`config.mk`:
```
export PLATFORM = sky130hd
export DESIGN_NAME = gct_ctrl
export DESIGN_NICKNAME = d
export VERILOG_FILES = /design/src/rtl/gct_pkg.sv /design/src/rtl/gct_ctrl.sv
export SDC_FILE = /design/constraint.sdc
export NUM_CORES = 1
export LEC_CHECK = 0
export ABC_AREA = 1
export BUFFER_PORTS_ARGS = -buffer_cell sky130_fd_sc_hd__buf_2
export CORE_AREA = 2 2 95 97
export CTS_CLUSTER_SIZE = 28
export DETAILED_ROUTE_END_ITERATION = 6
export DIE_AREA = 0 0 97 99
export GPL_TIMING_DRIVEN = 0
export PLACE_DENSITY = 0.67
export REMOVE_ABC_BUFFERS = 1
export SETUP_SLACK_MARGIN = 0.3
export SYNTH_ARGS = -nofsm -noshare
export SYNTH_HDL_FRONTEND = slang
export SYNTH_SLANG_ARGS = --single-unit
```
`constraint.sdc`:
```
create_clock -name aclk -period 8.32 [get_ports aclk]
set_clock_uncertainty 0.2 [all_clocks]
set_input_delay 2.496 -clock aclk [delete_from_list [all_inputs] [get_ports aclk]]
set_output_delay 2.496 -clock aclk [all_outputs]
set_load 0.005 [all_outputs]
```
`src/rtl/gct_pkg.sv`:
```
// Types and constants shared by the congruence transform modules.
package gct_pkg;

    // Field widths of the streaming items.
    localparam int IDX_W  = 5;
    localparam int VAL_W  = 8;
    localparam int PIDX_W = 10;
    localparam int CMD_W  = 2;

    // Command codes carried in s_tuser.
    localparam logic [CMD_W-1:0] CMD_LOAD_T  = 2'd0;
    localparam logic [CMD_W-1:0] CMD_LOAD_Q  = 2'd1;
    localparam logic [CMD_W-1:0] CMD_COMPUTE = 2'd2;
    localparam logic [CMD_W-1:0] CMD_READ    = 2'd3;

    // Kinds of result that the datapath can emit.
    localparam logic [1:0] EMIT_READ = 2'd0;
    localparam logic [1:0] EMIT_ZERO = 2'd1;
    localparam logic [1:0] EMIT_DONE = 2'd2;

    // Configuration register map.
    localparam logic       CFG_IDX_VARS = 1'b0;
    localparam logic [4:0] VARS_RESET   = 5'd31;

    // Command word from the controller to the datapath.
    typedef struct packed {
        logic             ld_t;       // write a transform entry
        logic             ld_q;       // write a quadratic entry
        logic [IDX_W-1:0] row;
        logic [IDX_W-1:0] col;
        logic [VAL_W-1:0] value;
        logic             mac;        // one multiply-accumulate step
        logic             mac_b;      // second product pass (partial row times T)
        logic             first;      // first term of a sum
        logic             last;       // last term of a sum, store the result
        logic             fold;       // fold the mirror entry of P into the upper one
        logic             emit;       // produce a result transaction
        logic [1:0]       emit_kind;
        logic [IDX_W-1:0] l;
        logic [IDX_W-1:0] m;
        logic [IDX_W-1:0] p;
    } dp_cmd_t;

    // Status from the datapath to the controller.
    typedef struct packed {
        logic out_free;               // the result register can take an emitted result
    } dp_status_t;

endpackage

```
`src/rtl/gct_ctrl.sv`:
```
// Sequencer that walks loads, the matrix product, the fold and packed reads.
module gct_ctrl #(
    parameter int MAX_DIM = 32
) (
    input  logic                          aclk,
    input  logic                          aresetn,
    input  logic                          s_tvalid,
    output logic                          s_tready,
    input  logic [gct_pkg::CMD_W-1:0]     cmd_code,
    input  logic [gct_pkg::IDX_W-1:0]     row,
    input  logic [gct_pkg::IDX_W-1:0]     col,
    input  logic [gct_pkg::VAL_W-1:0]     entry_value,
    input  logic [gct_pkg::PIDX_W-1:0]    packed_index,
    input  logic [4:0]                    vars_in_use,
    input  gct_pkg::dp_status_t           status,
    output gct_pkg::dp_cmd_t              cmd
);
    import gct_pkg::*;

    localparam logic [3:0] ST_IDLE    = 4'd0;
    localparam logic [3:0] ST_A_MAC   = 4'd1;
    localparam logic [3:0] ST_A_DRAIN = 4'd2;
    localparam logic [3:0] ST_B_MAC   = 4'd3;
    localparam logic [3:0] ST_B_DRAIN = 4'd4;
    localparam logic [3:0] ST_FOLD    = 4'd5;
    localparam logic [3:0] ST_F_DRAIN = 4'd6;
    localparam logic [3:0] ST_DONE    = 4'd7;
    localparam logic [3:0] ST_WALK    = 4'd8;

    logic [3:0]        state_reg, state_next;
    logic [IDX_W-1:0]  l_reg, l_next;
    logic [IDX_W-1:0]  m_reg, m_next;
    logic [IDX_W-1:0]  p_reg, p_next;
    logic [IDX_W-1:0]  k_reg, k_next;
    logic [PIDX_W-1:0] rem_reg, rem_next;
    logic              cnt_reg, cnt_next;
    logic [IDX_W-1:0]  dlast;
    logic [IDX_W-1:0]  row_len;

    // Highest matrix index in use: the dimension is clamped to the storage size.
    always_comb begin
        if (int'(vars_in_use) > MAX_DIM - 1) begin
            dlast = IDX_W'(MAX_DIM - 1);
        end else begin
            dlast = vars_in_use;
        end
    end

    // Length of the packed row k of the upper triangle.
    assign row_len = dlast - k_reg;

    // Next state and command decode.
    always_comb begin
        state_next = state_reg;
        l_next     = l_reg;
        m_next     = m_reg;
        p_next     = p_reg;
        k_next     = k_reg;
        rem_next   = rem_reg;
        cnt_next   = cnt_reg;
        cmd        = '0;
        s_tready   = 1'b0;

        unique case (state_reg)
            ST_IDLE: begin
                s_tready = 1'b1;
                if (s_tvalid) begin
                    unique case (cmd_code)
                        CMD_LOAD_T: begin
                            cmd.ld_t  = 1'b1;
                            cmd.row   = row;
                            cmd.col   = col;
                            cmd.value = entry_value;
                        end
                        CMD_LOAD_Q: begin
                            cmd.ld_q  = 1'b1;
                            cmd.row   = row;
                            cmd.col   = col;
                            cmd.value = entry_value;
                        end
                        CMD_COMPUTE: begin
                            l_next     = '0;
                            m_next     = '0;
                            p_next     = '0;
                            state_next = ST_A_MAC;
                        end
                        CMD_READ: begin
                            rem_next   = packed_index;
                            k_next     = '0;
                            state_next = ST_WALK;
                        end
                        default: begin
                        end
                    endcase
                end
            end

            // One row of transpose(T) * Q into the partial row.
            ST_A_MAC: begin
                cmd.mac   = 1'b1;
                cmd.first = (p_reg == '0);
                cmd.last  = (p_reg == dlast);
                cmd.l     = l_reg;
                cmd.m     = m_reg;
                cmd.p     = p_reg;
                if (p_reg == dlast) begin
                    p_next = '0;
                    if (m_reg == dlast) begin
                        m_next     = '0;
                        state_next = ST_A_DRAIN;
                    end else begin
                        m_next = m_reg + 1'b1;
                    end
                end else begin
                    p_next = p_reg + 1'b1;
                end
            end

            // Let the last partial row writes land before they are read.
            ST_A_DRAIN: begin
                cnt_next = ~cnt_reg;
                if (cnt_reg) begin
                    state_next = ST_B_MAC;
                end
            end

            // The partial row times T gives one row of P.
            ST_B_MAC: begin
                cmd.mac   = 1'b1;
                cmd.mac_b = 1'b1;
                cmd.first = (p_reg == '0);
                cmd.last  = (p_reg == dlast);
                cmd.l     = l_reg;
                cmd.m     = m_reg;
                cmd.p     = p_reg;
                if (p_reg == dlast) begin
                    p_next = '0;
                    if (m_reg == dlast) begin
                        m_next = '0;
                        if (l_reg == dlast) begin
                            state_next = ST_B_DRAIN;
                        end else begin
                            l_next     = l_reg + 1'b1;
                            state_next = ST_A_MAC;
                        end
                    end else begin
                        m_next = m_reg + 1'b1;
                    end
                end else begin
                    p_next = p_reg + 1'b1;
                end
            end

            // Let the last row of P land, then start the fold at (0, 1).
            ST_B_DRAIN: begin
                cnt_next = ~cnt_reg;
                if (cnt_reg) begin
                    l_next = '0;
                    m_next = IDX_W'(1);
                    if (dlast == '0) begin
                        state_next = ST_F_DRAIN;
                    end else begin
                        state_next = ST_FOLD;
                    end
                end
            end

            // Each upper entry takes in its mirror below the diagonal.
            ST_FOLD: begin
                cmd.fold = 1'b1;
                cmd.l    = l_reg;
                cmd.m    = m_reg;
                if (m_reg == dlast) begin
                    if (l_reg + 1'b1 == dlast) begin
                        state_next = ST_F_DRAIN;
                    end else begin
                        l_next = l_reg + 1'b1;
                        m_next = l_reg + IDX_W'(2);
                    end
                end else begin
                    m_next = m_reg + 1'b1;
                end
            end

            ST_F_DRAIN: begin
                cnt_next = ~cnt_reg;
                if (cnt_reg) begin
                    state_next = ST_DONE;
                end
            end

            // Report completion of the compute command.
            ST_DONE: begin
                if (status.out_free) begin
                    cmd.emit      = 1'b1;
                    cmd.emit_kind = EMIT_DONE;
                    state_next    = ST_IDLE;
                end
            end

            // Map the packed index to a matrix position, one packed row a cycle.
            ST_WALK: begin
                if (k_reg < dlast) begin
                    if (rem_reg >= PIDX_W'(row_len)) begin
                        rem_next = rem_reg - PIDX_W'(row_len);
                        k_next   = k_reg + 1'b1;
                    end else if (status.out_free) begin
                        cmd.emit      = 1'b1;
                        cmd.emit_kind = EMIT_READ;
                        cmd.l         = k_reg;
                        cmd.m         = k_reg + rem_reg[IDX_W-1:0];
                        state_next    = ST_IDLE;
                    end
                end else if (status.out_free) begin
                    cmd.emit = 1'b1;
                    if (rem_reg <= PIDX_W'(dlast)) begin
                        cmd.emit_kind = EMIT_READ;
                        cmd.l         = rem_reg[IDX_W-1:0];
                        cmd.m         = dlast;
                    end else begin
                        cmd.emit_kind = EMIT_ZERO;
                    end
                    state_next = ST_IDLE;
                end
            end

            default: begin
                state_next = ST_IDLE;
            end
        endcase
    end

    // State and loop counters.
    always_ff @(posedge aclk) begin
        if (!aresetn) begin
            state_reg <= ST_IDLE;
            l_reg     <= '0;
            m_reg     <= '0;
            p_reg     <= '0;
            k_reg     <= '0;
            rem_reg   <= '0;
            cnt_reg   <= 1'b0;
        end else begin
            state_reg <= state_next;
            l_reg     <= l_next;
            m_reg     <= m_next;
            p_reg     <= p_next;
            k_reg     <= k_next;
            rem_reg   <= rem_next;
            cnt_reg   <= cnt_next;
        end
    end

endmodule

```
==> results.yml <==
finish:
  final_cell_count_no_fill: 829
  nNetsFinal: 787
  drive_gt1_share_pct: 19.3
  area_growth_pct: 15.4
  diodes: 0
  final_cell_area_um2: 4320
  fillers: 914
  largest_reg_flops: 10
  final_core_util_pct: 50.5
clock_network:
  clk_latency_ns: 0.29
  cts_made_buffers: 5
  path_clk_slew_ns: 0.07
  cts_hold_buffers: 0
  htree_num_levels: 2
  cts_root_buf: "clkbuf_8"
  clock_path_buffers: 2
  cts_tree: "built"
  clock_sinks: 35
yosys:
  synth.avg_cell_area_um2: 5.79
  syn_area_um2: 3740
  synth-seq-cells: 35
  synth.distinct_cells: 36
  yosys_warnings: 0
  postSynthCellCount: 647
  ys_seq_area_share_pct: 18.7
floorplanning:
  rows: 34
  die_w_um: 97
  dieArea_um2: 9600
  start_util_pct: 43.8
  coreArea_um2: 8550
  die_h_um: 99
  top_level_ports: 83
timing:
  timing.final.ws_setup_ns: 0.508
  period_share_pct: 93.9
  tightest_slew_ns: 0.640
  drv_slew: 0
  hold_ws_ns: 0.312
  setup_viol: 0
  rsz0062_at_grt: "false"
  relSlewSlack_pct: 57.2
  timing.fmax_mhz: 128
  period_minus_slack_ns: 7.81
  fin_setup_tns_ns: 0
  hold_viol: 0
placement:
  dp_slack_ns: 0.205
  hpwl_mm: 8.64
  postPlaceCellArea_um2: 4190
  gp_congestion: 0.916
  dp.cells: 818
  portBuffers: 82
worst_setup_path:
  cpMaxStageDelayCell: "fa_2"
  cp_slowest_stage_delay_ns: 0.46
  endpoint_kind: "output port"
  cp-start-kind: "primary input"
  crit_family: "adder cells"
  required_ns: 5.62
  critPathLaunch: "vars_in_use[0]"
  endpoint: "cmd[10]"
  crit_fanout: 8
  cp_cell_sequence: "buf_2, inv_1, ha_1, fa_2, fa_1, nand3_1, nand3_2, a21boi_2, nand2_2, inv_1, nand2_2, o21ai_1, nand3_1, nand2_1, buf_2"
  r2r_cells: 16
  r2r_start: "k_reg[1]"
  r2r_slack_ns: 5.02
  critPathBufInv: 4
  crit_cells: 15
  reg2reg_to: "k_reg[2]"
  arrival_ns: 5.12
  critPathKind: "primary input to output port"
routing:
  routed_wl_mm: 11.0
  final_antenna_net_count: 0
  viasPerCell: 5.16
  drt_iter0_markers: 195
  routedWlPerCell_um: 13.2
  dr.pass1.iters: 4
  drcViolationCount: 0
  via_count: 4274
power:
  leakage_nw: 2.27
  irDropWorstVdd_mv: 0.160
  power_mw: 0.890
  power-per-cell-area_nw_per_um2: 206
global_routing:
  grt_pass1_vias: 4028
  antenna_found_initial: 0
  grtUsageTotal_pct: 23.2
  grt_max_degree: 22
  grt_pass1_wl_mm: 18.7
  grt_overflow: 0
worst_hold_path:
  min_path_type: "flop to flop"
  holdCritStartpoint: "cnt_reg"
flow_run:
  cap_violations: 0
outcome:
  outcome: "completed"
## logic make-up after synthesis
group           Yosys count  share of synthesized area [%]
fa+ha+maj                28                           9.96
simple gates            392                           45.1
xor+xnor                 18                           4.21
flops                    35                           18.7
buf+inv                  89                           9.59
compound gates           85                           12.5
## power breakdown
part | switching, mW | internal, mW
sequential | 0.0457 | 0.197
combinational | 0.337 | 0.187
clock | 0.0640 | 0.0588
total | 0.447 | 0.443
## timing repair
action / in CTS / in global routing
setup endpoints to repair: 8 / 10
setup buffers: 0 / 3
pin swaps: 0 / 2
gates resized for setup: 2 / 13
## how the worst min path moves through the flow
stage | slack, ns | to | cells after the start
after global placement | 0.29 | cnt_reg | 2
after detailed placement | 0.30 | cnt_reg | 2
after CTS | 0.31 | cnt_reg | 2
after global routing | 0.34 | cnt_reg | 2
final | 0.31 | cnt_reg | 2
after floorplan | 0.28 | cnt_reg | 2
## metal layers
layer | vias to the layer above | track usage, % | part of all wire (%)
met5 | - | 0 | 0
met4 | 0 | 6.83 | 1.4
met3 | 14 | 3.69 | 6.6
met2 | 131 | 37.2 | 44
met1 | 1908 | 32.1 | 48
li1 | 2221 | - | -
## cell type report
class,instances,area [µm²],area share [%]
Sequential cell,35,701,16.2
Clock inverter,1,5.00,0.116
Inverter,70,263,6.08
Tap cell,108,135,3.13
Multi-Input combinational cell,523,2710,62.7
Timing Repair Buffer,85,433,10.0
Clock buffer,7,76.3,1.77
## synth_stat cells (all sizes together)
master | n | share of area [%]
a21boi | 1 | 0.20
a21o | 1 | 0.20
a21oi | 30 | 4.5
a31o | 1 | 0.23
a31oi | 2 | 0.50
buf | 9 | 1.6
clkbuf | 10 | 1.0
clkinv | 1 | 0.10
dfxtp | 35 | 19
fa | 3 | 1.6
ha | 25 | 8.4
inv | 69 | 6.9
nand2 | 190 | 20
nand3 | 60 | 8.6
nand3b | 1 | 0.20
nand4 | 10 | 1.7
nor2 | 118 | 13
nor3 | 11 | 1.5
o211ai | 2 | 0.40
o21ai | 48 | 6.4
or2 | 2 | 0.33
xnor2 | 9 | 2.1
xor2 | 9 | 2.1
## cells in the final DEF, fill, tap and decap left out, types with 2 or more instances in the layout
cell type	count
o211ai_1	2
ha_1	23
fa_1	2
or2_2	2
nand4_1	10
nor3_1	11
nor2_4	4
o21ai_0	39
nand3_2	5
nand2_1	181
buf_2	82
nand3_1	55
a21oi_2	2
inv_2	10
nor2_2	8
a21oi_1	27
dfxtp_1	35
clkbuf_8	5
nor2_1	106
ha_2	2
o21ai_1	8
inv_1	59
buf_4	3
nand2_2	8
xor2_1	9
clkbuf_1	2
xnor2_1	9
## worst min-delay path, delay by kind of cell (launching register included)
kind / cells / cell delay [ns]
flip-flops: 1 / 0.33
AND/OR/NAND/NOR: 1 / 0.08
AO/OA/AOI/OAI: 1 / 0.06
Power figures use the tool's default switching activity.
